$ cat config.mk
export PLATFORM = sky130hd
export DESIGN_NAME = i2c_master_byte_engine_unit
export DESIGN_NICKNAME = d
export VERILOG_FILES = /design/src/hw/rtl/i2cm_pkg.sv /design/src/hw/rtl/i2cm_core.sv /design/src/hw/rtl/i2c_master_byte_engine_unit.sv
export SDC_FILE = /design/constraint.sdc
export NUM_CORES = 1
export LEC_CHECK = 0
export ABC_CLOCK_PERIOD_IN_PS = 4300
export BUFFER_PORTS_ARGS = -buffer_cell sky130_fd_sc_hd__buf_2
export CAP_MARGIN = 20
export CORE_ASPECT_RATIO = 1.5
export CORE_MARGIN = 1
export CORE_UTILIZATION = 50
export DETAILED_ROUTE_END_ITERATION = 8
export HOLD_SLACK_MARGIN = 0.08
export PLACE_DENSITY_LB_ADDON = 0.05
export RECOVER_POWER = 50
export REMOVE_ABC_BUFFERS = 1
export SYNTH_ARGS = -nofsm -noshare
export SYNTH_HDL_FRONTEND = slang
export SYNTH_SLANG_ARGS = --single-unit
$ cat constraint.sdc
create_clock -name clock -period 4.3 [get_ports clock]
set_input_delay 0.215 -clock clock [delete_from_list [all_inputs] [get_ports clock]]
set_output_delay 0.215 -clock clock [all_outputs]
set_load 0.05 [all_outputs]
$ cat src/hw/rtl/i2cm_pkg.sv
`default_nettype none

package i2cm_pkg;

   // bits shifted per byte transfer
   localparam int unsigned BITS_PER_BYTE = 8;

   localparam int unsigned PHASE_W = 3;
   localparam int unsigned BIT_W   = 4;
   localparam int unsigned TICK_W  = 16;
   localparam int unsigned BYTE_W  = 8;
   localparam int unsigned ACT_W   = 3;

   localparam logic [TICK_W-1:0] PHASE_TICKS_RST = 16'd5;

   // action codes carried on the input channel
   localparam logic [ACT_W-1:0] ACT_TICK  = 3'd0;
   localparam logic [ACT_W-1:0] ACT_START = 3'd1;
   localparam logic [ACT_W-1:0] ACT_WRITE = 3'd2;
   localparam logic [ACT_W-1:0] ACT_READ  = 3'd3;
   localparam logic [ACT_W-1:0] ACT_STOP  = 3'd4;

   // bus phase numbers
   localparam logic [PHASE_W-1:0] PH_0 = 3'd0;
   localparam logic [PHASE_W-1:0] PH_1 = 3'd1;
   localparam logic [PHASE_W-1:0] PH_2 = 3'd2;
   localparam logic [PHASE_W-1:0] PH_3 = 3'd3;
   localparam logic [PHASE_W-1:0] PH_4 = 3'd4;
   localparam logic [PHASE_W-1:0] PH_5 = 3'd5;
   localparam logic [PHASE_W-1:0] PH_6 = 3'd6;

   // running command
   typedef enum logic [4:0] {
      OP_IDLE  = 5'b00001,
      OP_START = 5'b00010,
      OP_WRITE = 5'b00100,
      OP_READ  = 5'b01000,
      OP_STOP  = 5'b10000
   } op_type;

   // one accepted transaction
   typedef struct packed {
      logic [ACT_W-1:0]  action;
      logic [BYTE_W-1:0] data_byte;
      logic              send_nack;
      logic              sda_in;
   } item_type;

   // result fields
   typedef struct packed {
      logic              scl_level;
      logic              sda_drive;
      logic              busy_res;
      logic              done_res;
      logic              ack_seen;
      logic [BYTE_W-1:0] read_data;
   } result_type;

endpackage

`default_nettype wire

$ cat src/hw/rtl/i2cm_core.sv
`default_nettype none

module i2cm_core (
   input  wire logic                          clock,
   input  wire logic                          reset,
   input  wire logic                          step,
   input  wire i2cm_pkg::item_type            item,
   input  wire logic [i2cm_pkg::TICK_W-1:0]   phase_ticks,
   output i2cm_pkg::result_type               result
);

   // levels and shift register after a phase begins
   typedef struct packed {
      logic                          scl;
      logic                          sda;
      logic [i2cm_pkg::BYTE_W-1:0]   shift;
   } lvl_type;

   function automatic lvl_type set_levels(
      input i2cm_pkg::op_type                 op,
      input logic [i2cm_pkg::PHASE_W-1:0]     ph,
      input logic [i2cm_pkg::BYTE_W-1:0]      sh,
      input logic                             nk,
      input logic                             scl,
      input logic                             sda
   );
      lvl_type r;
      r.scl   = scl;
      r.sda   = sda;
      r.shift = sh;
      case (op)
         i2cm_pkg::OP_START: begin
            if (ph == i2cm_pkg::PH_0) begin
               r.sda = 1'b1;
               r.scl = 1'b1;
            end else begin
               r.sda = 1'b0;
            end
         end
         i2cm_pkg::OP_STOP: begin
            if (ph == i2cm_pkg::PH_0) begin
               r.scl = 1'b0;
               r.sda = 1'b0;
            end else begin
               r.scl = 1'b1;
               r.sda = 1'b1;
            end
         end
         i2cm_pkg::OP_WRITE: begin
            case (ph)
               i2cm_pkg::PH_0: r.scl = 1'b0;
               i2cm_pkg::PH_1: begin
                  r.sda   = sh[i2cm_pkg::BYTE_W-1];
                  r.shift = {sh[i2cm_pkg::BYTE_W-2:0], 1'b0};
               end
               i2cm_pkg::PH_2: r.scl = 1'b1;
               i2cm_pkg::PH_3: r.scl = 1'b0;
               i2cm_pkg::PH_4: r.sda = 1'b1;
               i2cm_pkg::PH_5: r.scl = 1'b1;
               default:        r.scl = 1'b0;
            endcase
         end
         i2cm_pkg::OP_READ: begin
            case (ph)
               i2cm_pkg::PH_0: r.scl = 1'b0;
               i2cm_pkg::PH_1: begin
                  r.sda = 1'b1;
                  r.scl = 1'b1;
               end
               i2cm_pkg::PH_2: r.scl = 1'b0;
               i2cm_pkg::PH_3: r.scl = 1'b0;
               i2cm_pkg::PH_4: r.sda = nk;
               i2cm_pkg::PH_5: r.scl = 1'b1;
               default:        r.scl = 1'b0;
            endcase
         end
         default: r.scl = scl;
      endcase
      return r;
   endfunction

   i2cm_pkg::op_type                   op_ff, op_in;
   logic [i2cm_pkg::PHASE_W-1:0]       phase_ff, phase_in;
   logic [i2cm_pkg::BIT_W-1:0]         bit_ff, bit_in;
   logic [i2cm_pkg::TICK_W-1:0]        tick_ff, tick_in;
   logic [i2cm_pkg::BYTE_W-1:0]        shift_ff, shift_in;
   logic                               nack_ff, nack_in;
   logic                               scl_ff, scl_in;
   logic                               sda_ff, sda_in;
   logic                               ack_ff, ack_in;
   logic                               done_ff, done_in;

   logic [i2cm_pkg::TICK_W-1:0]        limit;
   logic [i2cm_pkg::TICK_W-1:0]        tick_inc;
   logic [i2cm_pkg::BIT_W-1:0]         bit_inc;
   logic                               finished;
   lvl_type                            lvl;

   assign limit    = (phase_ticks == '0) ? i2cm_pkg::TICK_W'(1) : phase_ticks;
   assign tick_inc = tick_ff + i2cm_pkg::TICK_W'(1);
   assign bit_inc  = bit_ff + i2cm_pkg::BIT_W'(1);

   // sequencer next state for one transaction
   always_comb begin
      op_in    = op_ff;
      phase_in = phase_ff;
      bit_in   = bit_ff;
      tick_in  = tick_ff;
      shift_in = shift_ff;
      nack_in  = nack_ff;
      scl_in   = scl_ff;
      sda_in   = sda_ff;
      ack_in   = ack_ff;
      done_in  = 1'b0;
      finished = 1'b0;
      lvl      = '0;

      if (op_ff == i2cm_pkg::OP_IDLE) begin
         // command launch, first phase levels
         if (item.action == i2cm_pkg::ACT_START || item.action == i2cm_pkg::ACT_WRITE ||
             item.action == i2cm_pkg::ACT_READ || item.action == i2cm_pkg::ACT_STOP) begin
            case (item.action)
               i2cm_pkg::ACT_START: op_in = i2cm_pkg::OP_START;
               i2cm_pkg::ACT_WRITE: op_in = i2cm_pkg::OP_WRITE;
               i2cm_pkg::ACT_READ:  op_in = i2cm_pkg::OP_READ;
               default:             op_in = i2cm_pkg::OP_STOP;
            endcase
            phase_in = i2cm_pkg::PH_0;
            bit_in   = '0;
            tick_in  = '0;
            if (item.action == i2cm_pkg::ACT_WRITE) begin
               shift_in = item.data_byte;
            end
            if (item.action == i2cm_pkg::ACT_READ) begin
               shift_in = '0;
               nack_in  = item.send_nack;
            end
            lvl    = set_levels(op_in, phase_in, shift_in, nack_in, scl_in, sda_in);
            scl_in = lvl.scl;
            sda_in = lvl.sda;
            shift_in = lvl.shift;
         end
      end else if (tick_inc < limit) begin
         tick_in = tick_inc;
      end else begin
         // phase end: sample and move on
         tick_in = '0;
         case (op_ff)
            i2cm_pkg::OP_START: begin
               if (phase_ff == i2cm_pkg::PH_0) begin
                  phase_in = i2cm_pkg::PH_1;
               end else begin
                  scl_in   = 1'b0;
                  finished = 1'b1;
               end
            end
            i2cm_pkg::OP_STOP: begin
               if (phase_ff == i2cm_pkg::PH_0) begin
                  phase_in = i2cm_pkg::PH_1;
               end else begin
                  finished = 1'b1;
               end
            end
            i2cm_pkg::OP_WRITE: begin
               if (phase_ff < i2cm_pkg::PH_2) begin
                  phase_in = phase_ff + i2cm_pkg::PHASE_W'(1);
               end else if (phase_ff == i2cm_pkg::PH_2) begin
                  bit_in   = bit_inc;
                  phase_in = (bit_inc < i2cm_pkg::BIT_W'(i2cm_pkg::BITS_PER_BYTE)) ?
                             i2cm_pkg::PH_0 : i2cm_pkg::PH_3;
               end else if (phase_ff < i2cm_pkg::PH_6) begin
                  if (phase_ff == i2cm_pkg::PH_5) begin
                     ack_in = item.sda_in;
                  end
                  phase_in = phase_ff + i2cm_pkg::PHASE_W'(1);
               end else begin
                  finished = 1'b1;
               end
            end
            i2cm_pkg::OP_READ: begin
               if (phase_ff == i2cm_pkg::PH_0) begin
                  phase_in = i2cm_pkg::PH_1;
               end else if (phase_ff == i2cm_pkg::PH_1) begin
                  shift_in = {shift_ff[i2cm_pkg::BYTE_W-2:0], item.sda_in};
                  phase_in = i2cm_pkg::PH_2;
               end else if (phase_ff == i2cm_pkg::PH_2) begin
                  bit_in   = bit_inc;
                  phase_in = (bit_inc < i2cm_pkg::BIT_W'(i2cm_pkg::BITS_PER_BYTE)) ?
                             i2cm_pkg::PH_1 : i2cm_pkg::PH_3;
               end else if (phase_ff < i2cm_pkg::PH_6) begin
                  phase_in = phase_ff + i2cm_pkg::PHASE_W'(1);
               end else begin
                  sda_in   = 1'b1;
                  finished = 1'b1;
               end
            end
            default: finished = 1'b1;
         endcase

         if (finished) begin
            op_in    = i2cm_pkg::OP_IDLE;
            phase_in = i2cm_pkg::PH_0;
            bit_in   = '0;
            done_in  = 1'b1;
         end else begin
            lvl      = set_levels(op_ff, phase_in, shift_in, nack_ff, scl_in, sda_in);
            scl_in   = lvl.scl;
            sda_in   = lvl.sda;
            shift_in = lvl.shift;
         end
      end
   end

   // sequencer state, advances once per transaction
   always_ff @(posedge clock) begin
      if (reset) begin
         op_ff    <= i2cm_pkg::OP_IDLE;
         phase_ff <= i2cm_pkg::PH_0;
         bit_ff   <= '0;
         tick_ff  <= '0;
         shift_ff <= '0;
         nack_ff  <= 1'b0;
         scl_ff   <= 1'b1;
         sda_ff   <= 1'b1;
         ack_ff   <= 1'b0;
         done_ff  <= 1'b0;
      end else if (step) begin
         op_ff    <= op_in;
         phase_ff <= phase_in;
         bit_ff   <= bit_in;
         tick_ff  <= tick_in;
         shift_ff <= shift_in;
         nack_ff  <= nack_in;
         scl_ff   <= scl_in;
         sda_ff   <= sda_in;
         ack_ff   <= ack_in;
         done_ff  <= done_in;
      end
   end

   // result fields come straight from the updated state
   assign result.scl_level = scl_ff;
   assign result.sda_drive = sda_ff;
   assign result.busy_res  = (op_ff != i2cm_pkg::OP_IDLE);
   assign result.done_res  = done_ff;
   assign result.ack_seen  = ack_ff;
   assign result.read_data = shift_ff;

endmodule

`default_nettype wire

$ cat src/hw/rtl/i2c_master_byte_engine_unit.sv
// channel   ports                                   direction
// req       req_valid/req_ready, action, data_byte,  in
//           send_nack, sda_in
// rsp       rsp_valid/rsp_ready, scl_level,          out
//           sda_drive, busy_res, done_res, ack_seen, read_data
// csr       csr_wr_en, csr_wr_data (phase_ticks)     in
//
// one transaction per cycle sustained while rsp is not stalled; an accepted transaction passes
// the input register, then the sequencer state, which doubles as the result register
// synchronous reset puts the bus lines released and the sequencer idle
// a stalled rsp holds the sequencer; the input register still takes one
// transaction, then req_ready drops until rsp drains

`default_nettype none

module i2c_master_byte_engine_unit (
   input  wire logic                              clock,
   input  wire logic                              reset,
   input  wire logic                              req_valid,
   output logic                                   req_ready,
   input  wire logic [i2cm_pkg::ACT_W-1:0]        req_action,
   input  wire logic [i2cm_pkg::BYTE_W-1:0]       req_data_byte,
   input  wire logic                              req_send_nack,
   input  wire logic                              req_sda_in,
   output logic                                   rsp_valid,
   input  wire logic                              rsp_ready,
   output logic                                   rsp_scl_level,
   output logic                                   rsp_sda_drive,
   output logic                                   rsp_busy_res,
   output logic                                   rsp_done_res,
   output logic                                   rsp_ack_seen,
   output logic [i2cm_pkg::BYTE_W-1:0]            rsp_read_data,
   input  wire logic                              csr_wr_en,
   input  wire logic [i2cm_pkg::TICK_W-1:0]       csr_wr_data
);

   logic                              in_valid_ff, in_valid_in;
   i2cm_pkg::item_type                in_item_ff;
   logic                              out_valid_ff, out_valid_in;
   logic [i2cm_pkg::TICK_W-1:0]       phase_ticks_ff;
   logic                              out_free;
   logic                              step;
   i2cm_pkg::result_type              result;

   // handshake between the two stages
   assign out_free  = !out_valid_ff || rsp_ready;
   assign step      = in_valid_ff && out_free;
   assign req_ready = !in_valid_ff || step;

   assign in_valid_in  = (req_valid && req_ready) || (in_valid_ff && !step);
   assign out_valid_in = step || (out_valid_ff && !rsp_ready);

   // valid flags of the input register and the result stage
   always_ff @(posedge clock) begin
      if (reset) begin
         in_valid_ff  <= 1'b0;
         out_valid_ff <= 1'b0;
      end else begin
         in_valid_ff  <= in_valid_in;
         out_valid_ff <= out_valid_in;
      end
   end

   always_ff @(posedge clock) begin
      if (req_valid && req_ready) begin
         in_item_ff.action    <= req_action;
         in_item_ff.data_byte <= req_data_byte;
         in_item_ff.send_nack <= req_send_nack;
         in_item_ff.sda_in    <= req_sda_in;
      end
   end

   // phase length register
   always_ff @(posedge clock) begin
      if (reset) begin
         phase_ticks_ff <= i2cm_pkg::PHASE_TICKS_RST;
      end else if (csr_wr_en) begin
         phase_ticks_ff <= csr_wr_data;
      end
   end

   i2cm_core u_core (
      .clock       (clock),
      .reset       (reset),
      .step        (step),
      .item        (in_item_ff),
      .phase_ticks (phase_ticks_ff),
      .result      (result)
   );

   assign rsp_valid     = out_valid_ff;
   assign rsp_scl_level = result.scl_level;
   assign rsp_sda_drive = result.sda_drive;
   assign rsp_busy_res  = result.busy_res;
   assign rsp_done_res  = result.done_res;
   assign rsp_ack_seen  = result.ack_seen;
   assign rsp_read_data = result.read_data;

endmodule

`default_nettype wire

==> impl_metrics.toml, run 1 <==
[timing]
period_share = 0.9161
fin_crit_ns = 3.939
slew_headroom = -0.1328
final_max_slew_viol_count = 39
setup_viol = 0
fmax_mhz = 253.9
finalHoldViolCount = 0
finClkSkew_ns = 0.007983
timing.hold.ws_ns = 0.09200
worst_slew_pin_slew_ns = 1.699
rsz0062_at_grt = "false"
setup_tns_ns = 0

[cells_and_area]
num_antenna_cells = 0
drive_above_1_share = 0.1241
final_cell_mix = "nor2_1 (64), dfxtp_1 (59), a21oi_1 (39), buf_2 (34), o21ai_0 (30)"
fin_nets = 598
final_cell_area_sq_mm = 0.004913
final_common_cell = "nor2_1"
areaGrowthSynthToFinish_pct = 18.71

[die]
fp.coreArea_sq_mm = 0.008008
top_level_ports = 49
dieHeight_um = 113.4
die_w_um = 76.29
die_area_sq_mm = 0.008653
start_util = 0.5169
fp-row-count = 40

[placed_design]
place.detailed.hpwl_um = 7650
placed_area_sq_mm = 0.004463
port_buffers = 48
gp_congestion = 0.9284

[outcome]
status = "complete, but fails checks"
violations = "capacitance limit, slew limit"

[global_route]
gr-total-overflow = 0
antenna_found_initial = 0
grt_pass1_wl_um = 17330
grt_usage = 0.2549
grt_start_max_net_pins = 39
grt_pass1_vias = 3717

[worst_setup_path]
start_kind = "flip-flop"
cpMaxStageDelayCell = "mux2i_2"
cp.arrival_ns = 4.16
cpPeakStageDelay_ns = 0.41
endpoint_kind = "flip-flop"
required_ns = 4.52
worstPathMaxFanout = 6
crit_top_cell = "and3_1"
critical_path_class = "flip-flop to flip-flop"
worstPathCellList = "ha_1, and3_1, and3_1, and3_1, nand3_1, xnor2_1, ha_1, nand3_1, o21ai_0, a311o_1, a31oi_1, a211oi_4, mux2i_2, nor3b_1, a221o_1"

[synthesis]
synth_cells = 487
synth_cell_types = 57
synthArstFlopShare = 0
ys_seq_area_frac = 0.3797
synth-seq-cells = 72
syn_area_per_cell_sq_um = 8.499
ys.flop_type = "dfxtp_1"
synth_edf_count = 13
yosysWarnings = 0
synth.cell_area_sq_mm = 0.004139

[clocking]
htreeDepth = 3
numCtsBuffers = 9
clock_sinks = 72
tritoncts = "yes"
postCtsSetupBuffers = 0
insertion_delay_ns = 0.34
clockBufferDepth = 2
path_clk_slew_ns = 0.06
cts-root-buf = "clkbuf_16"

[routing]
drtIter0Drc = 192
ant_nets = 0
drc = 0
avgRoutedWirePerCell_um = 16.08
drt-pass1-iter-count = 4
drt-total-wl_um = 10500
vias = 3726
vias_per_cell = 5.706

[power]
leakagePower_nw = 2.028
power_density_mw_per_mm2 = 349.9
peakVddDrop_mv = 0.3343

[flow_run]
drv_cap = 1

[worst_hold_path]
holdCritPathClass = "input port to flip-flop"
## stage by stage
step	instances	total power, mW	util	setup WS, ns
after global placement	623	0.9136	0.5573	0.3874
final	653	1.719	0.6136	0.3608
after global routing	653	1.782	0.6136	0.03505
after floorplan	463	0.8466	-	0.6568
after detailed placement	623	0.9174	0.5573	0.3183
after CTS	652	1.729	0.6138	0.2772
## cells by family (layout without fill, tap and decap cells)
| family | after synthesis | after routing | synth area share |
|---|---|---|---|
| simple gates | 199 | 199 | 0.2509 |
| fa+ha+maj | 21 | 21 | 0.06348 |
| mux | 20 | 20 | 0.04958 |
| xor+xnor | 19 | 19 | 0.04021 |
| buf+inv | 48 | 109 | 0.04595 |
| flops | 72 | 72 | 0.3797 |
| compound gates | 108 | 108 | 0.1702 |
## cells in the mapped netlist, drive strengths merged, types with 2 or more instances
| master | count | area (sq um) |
|---|---|---|
| and3 | 15 | 93.84 |
| nor2 | 64 | 240.2 |
| or3 | 2 | 12.51 |
| a221o | 7 | 70.07 |
| nand2 | 29 | 108.9 |
| a211o | 4 | 36.29 |
| edfxtp | 13 | 390.4 |
| a21oi | 39 | 195.2 |
| nand2b | 6 | 37.54 |
| nand4 | 5 | 31.28 |
| ha | 21 | 262.8 |
| nand3 | 16 | 85.08 |
| buf | 7 | 36.28 |
| dfxtp | 59 | 1181 |
| o21ai | 31 | 155.2 |
| nor3 | 12 | 60.06 |
| a211oi | 2 | 20.02 |
| a31oi | 3 | 18.77 |
| nand3b | 14 | 105.1 |
| a22oi | 4 | 30.03 |
| o211ai | 2 | 15.01 |
| nor4 | 8 | 50.05 |
| o2111ai | 2 | 17.52 |
| clkbuf | 17 | 63.81 |
| and2 | 3 | 21.27 |
| a311oi | 2 | 17.52 |
| a41oi | 2 | 36.29 |
| inv | 24 | 90.09 |
| nor3b | 11 | 93.84 |
| xor2 | 11 | 96.34 |
| nor2b | 10 | 62.56 |
| mux2i | 19 | 193.9 |
| xnor2 | 8 | 70.07 |
## timing repair
item                                    CTS  global route
endpoints found under the setup margin    0             6
endpoints found under the hold margin    13             0
gates resized for setup                   0             3
hold buffers                             13             0
## worst max-delay path, delay by kind of cell, from the launching register on
family | cells | cell delay [ns]
and+or+nand+nor | 6 | 1.16
adders and majority gates | 2 | 0.56
muxes | 1 | 0.41
xor gates and xnor gates | 1 | 0.18
DFF | 1 | 0.37
AOI/OAI and AO/OA | 5 | 1.15
## where the power goes
part / internal (mW) / switching, mW
Combinational: 0.0676 / 0.116
Sequential: 0.711 / 0.0193
Clock: 0.511 / 0.295
Total: 1.29 / 0.430
## per-layer routing
| layer | vias to the layer above | global-route usage | wire, um |
|---|---|---|---|
| met5 | - | 0 | 0 |
| met4 | 0 | 0.1513 | 432 |
| met3 | 31 | 0.04000 | 237 |
| met2 | 65 | 0.4883 | 5727 |
| met1 | 1770 | 0.2570 | 4104 |
| li1 | 1860 | - | - |
## flip-flops by register name, summed over array words and instances, names as in the netlist
signal,flops
phase_ticks_ff,16
u_core.tick_ff,16
in_item_ff,13
u_core.shift_ff,8
u_core.op_ff,5
u_core.bit_ff,4
u_core.phase_ff,3
in_valid_ff,1
rsp_valid,1
u_core.ack_ff,1
u_core.done_ff,1
u_core.nack_ff,1
u_core.scl_ff,1
u_core.sda_ff,1
## cell type report
cell class,count,area (sq um)
Clock buffer,10,229.0
Inverter,24,90.09
Multi-Input combinational cell,367,2392
Sequential cell,72,1572
Timing Repair Buffer,69,406.6
Tap cell,105,131.4
Fill cell,724,3094
Clock inverter,6,92.59
## final timing paths
kind                                                      from                         endpoint  slack [ns]  depth (start not counted)
worst max register to register  u_core.tick_ff[0]$_SDFFE_PP0P_  u_core.shift_ff[4]$_SDFFE_PP0P_        0.36                         15
worst min-delay path                                 req_valid           in_valid_ff$_SDFF_PP0_        0.09                          3
worst min register to register         in_item_ff[8]$_DFFE_PP_  u_core.shift_ff[6]$_SDFFE_PP0P_        0.47                          1
worst max-delay path            u_core.tick_ff[0]$_SDFFE_PP0P_  u_core.shift_ff[4]$_SDFFE_PP0P_        0.36                         15
No activity file was read; power rests on OpenSTA's default activity.
==> run 2: changes to the inputs <==
Settings changed: CAP_MARGIN 20 to not set, SYNTH_HIERARCHICAL set to 1.
==> run 2 against run 1 <==
  * The run still ends with capacitance limit, slew limit left
  * Cell area grew 1.5%
  * Power fell by 3.3%
  * Flip-flop and latch count stayed put
  * Critical path depth down 1
  * Global-route usage fell by 0.32 points
  * Largest power group is now registers
==> impl_metrics.toml, run 2 <==
[cells_and_area]
final_common_cell = "dfxtp_1"
top_regs = "phase_ticks_ff x16, u_core/tick_ff x16, in_item_ff x13"
areaGrowthSynthToFinish_pct = 15.21
final_cell_mix = "dfxtp_1 (59), nor2_1 (55), a21oi_1 (38), buf_2 (32), inv_1 (26)"
fin_nets = 595
num_antenna_cells = 0
drive_above_1_share = 0.1266
final_cells = 652

[routing]
drt-pass1-iter-count = 4
routed.top_layer = "met4"
drc = 0
drtIter0Drc = 205
vias_per_cell = 5.827
drt-met1-wl_um = 4373
avgRoutedWirePerCell_um = 16.24
ant_nets = 0
wl_met2_um = 5585
drt-total-wl_um = 10590
vias = 3799
wl_met3_um = 307

[worst_setup_path]
worstPathMaxFanout = 9
cp.arrival_ns = 4.23
cpMaxStageDelayCell = "a21oi_1"
cpPeakStageDelay_ns = 0.59
endpoint_kind = "flip-flop"
required_ns = 4.51
critical_path_class = "flip-flop to flip-flop"
crit_top_cell = "and3_1"
worstPathCellList = "and3_1, and3_1, and3_1, nand3_1, nor2_1, xor2_1, ha_1, nand4_1, nor2_1, nand2_1, o2111a_1, a21oi_1, o21ai_0, o41a_1"
start_kind = "flip-flop"

[power]
share_comb_of_total_power = 0.125
clock_power_share = 0.434
p_sw_mw = 0.4568
sw_frac_of_total = 0.2749
peakVddDrop_mv = 0.2355
seq_power_share = 0.442
leakagePower_nw = 2.019
power_density_mw_per_mm2 = 333.4
intPower_mw = 1.205

[timing]
period_share = 0.9355
setup_tns_ns = 0
final_max_slew_viol_count = 39
slew_headroom = -0.06928
finClkSkew_ns = 0.01164
worst_slew_pin_slew_ns = 1.604
setup_viol = 0
rsz0062_at_grt = "false"
fmax_mhz = 248.6
finalHoldViolCount = 0
fin_crit_ns = 4.023

[clocking]
path_clk_slew_ns = 0.06
tritoncts = "yes"
numCtsBuffers = 9
htreeDepth = 3
clock_sinks = 72
clockBufferDepth = 2
cts-root-buf = "clkbuf_16"
insertion_delay_ns = 0.34

[synthesis]
yosys.area_share.simple = 0.2097
synth_top_family_by_area = "compound AO/OA/AOI/OAI gates"
synth.cell_area_sq_mm = 0.004327
synth_compound_area_frac = 0.2117
synth_cells = 491
yosysWarnings = 6
synth-seq-cells = 72
synth_edf_count = 13
synth_largest_area_cell = "dfxtp_1"
synth_xor_area_frac = 0.03846
yosysMostFrequentCell = "dfxtp_1"
synth_area_leaders = "dfxtp_1 (27%), edfxtp_1 (9.0%), ha_1 (6.1%), mux2i_1 (4.9%), nor2_1 (4.8%)"
synth_mux_area_frac = 0.05119
netlist.area_leader.share = 0.2730
syn_area_per_cell_sq_um = 8.812
synthAdderAreaFrac = 0.06073
synthTopCellsByCount = "dfxtp_1 (59), nor2_1 (55), a21oi_1 (38)"
synth_cell_types = 74
synthArstFlopShare = 0
ys.flop_type = "dfxtp_1"
ys_seq_area_frac = 0.3632

[placed_design]
dp_cells = 621
port_buffers = 48
place.detailed.hpwl_um = 7581
gp_congestion = 0.8900

[flow_run]
drv_cap = 1

[global_route]
grt_pass1_wl_um = 17450
antenna_found_initial = 0
grt_start_max_net_pins = 39
grt_pass1_vias = 3675
gr-total-overflow = 0
grt_usage = 0.2517

[outcome]
status = "complete, but fails checks"
violations = "capacitance limit, slew limit"

[die]
fp.coreArea_sq_mm = 0.008413
dieHeight_um = 115.9
start_util = 0.5143
die_area_sq_mm = 0.009037
die_w_um = 77.96
fp-row-count = 41
top_level_ports = 49

[worst_hold_path]
holdCritPathClass = "input port to flip-flop"
run 2: cell types whose count changed after synthesis, sizes merged, moves of 9 or more:
cell    before  now
nor2        64   55
a22oi        4   15
nand2       29   20
nor3b       11    0
nand3b      14    1
o21ai       31   19
run 2: area by class of cell:
cell class | instances | area, sq um
Timing Repair Buffer | 69 | 411.6
Clock inverter | 6 | 50.05
Tap cell | 107 | 133.9
Inverter | 28 | 105.1
Clock buffer | 10 | 239.0
Fill cell | 803 | 3428
Sequential cell | 72 | 1572
Multi-Input combinational cell | 360 | 2474
run 2: through the flow:
| stage | power, mW | worst slack [ns] | utilization | hold slack, ns | area [sq um] |
|---|---|---|---|---|---|
| after detailed placement | 0.9468 | 0.3428 | 0.5431 | 0.3934 | 4569 |
| after floorplan | 0.8717 | 0.6152 | - | 0.2841 | 4150 |
| after global placement | 0.9426 | 0.5263 | 0.5431 | 0.3916 | 4569 |
| after global routing | 1.724 | 0.01114 | 0.5925 | 0.1068 | 4985 |
| final | 1.662 | 0.2774 | 0.5925 | 0.1098 | 4985 |
| after CTS | 1.680 | 0.3105 | 0.5953 | 0.09934 | 5009 |
run 2: power by group through the flow:
stage	sequential, mW	combinational [mW]	clock (mW)
3_5_place_dp	0.749	0.198	0
3_3_place_gp	0.748	0.194	0
4_1_cts	0.734	0.209	0.737
2_1_floorplan	0.757	0.114	0
6_report	0.734	0.207	0.721
5_1_grt	0.738	0.228	0.759
run 2: worst paths after layout:
| path | from | endpoint | slack [ns] | cells past startpoint |
|---|---|---|---|---|
| max | u_core/tick_ff[2]$_SDFFE_PP0P_ | u_core/scl_ff$_SDFFE_PP1P_ | 0.28 | 14 |
| min | csr_wr_data[5] | phase_ticks_ff[5]$_SDFFE_PP0P_ | 0.11 | 3 |
| max reg2reg | u_core/tick_ff[2]$_SDFFE_PP0P_ | u_core/scl_ff$_SDFFE_PP1P_ | 0.28 | 14 |
| min reg2reg | in_valid_ff$_SDFF_PP0_ | rsp_valid$_SDFF_PP0_ | 0.46 | 2 |
run 2: critical path, delay by kind of cell, from the launching register on:
kind                       cells  cell delay [ns]
DFF                            1             0.40
xor gates and xnor gates       1             0.10
adders and majority gates      1             0.32
AOI/OAI and AO/OA              4             1.50
and+or+nand+nor                8             1.59
run 2: cell families after synthesis:
logic type	after synthesis
adder cells (fa/ha/maj)	21
XOR/XNOR	19
AND/OR/NAND/NOR	168
buffers and inverters	59
AO/OA/AOI/OAI	130
flip-flops	72
multiplexers	22
run 2: what timing repair did:
| action | 4_1_cts | 5_1_grt |
|---|---|---|
| endpoints found under the setup margin | 0 | 0 |
| setup buffers | 0 | 0 |
| hold endpoints to repair | 15 | 0 |
| hold buffers | 15 | 0 |
| gates resized for setup | 0 | 0 |
run 2: metal layers:
layer  track usage  vias to the layer above
met5             0                        -
met3       0.04724                       22
met4        0.1309                        0
met2        0.4637                       88
li1              -                     1896
met1        0.2730                     1793
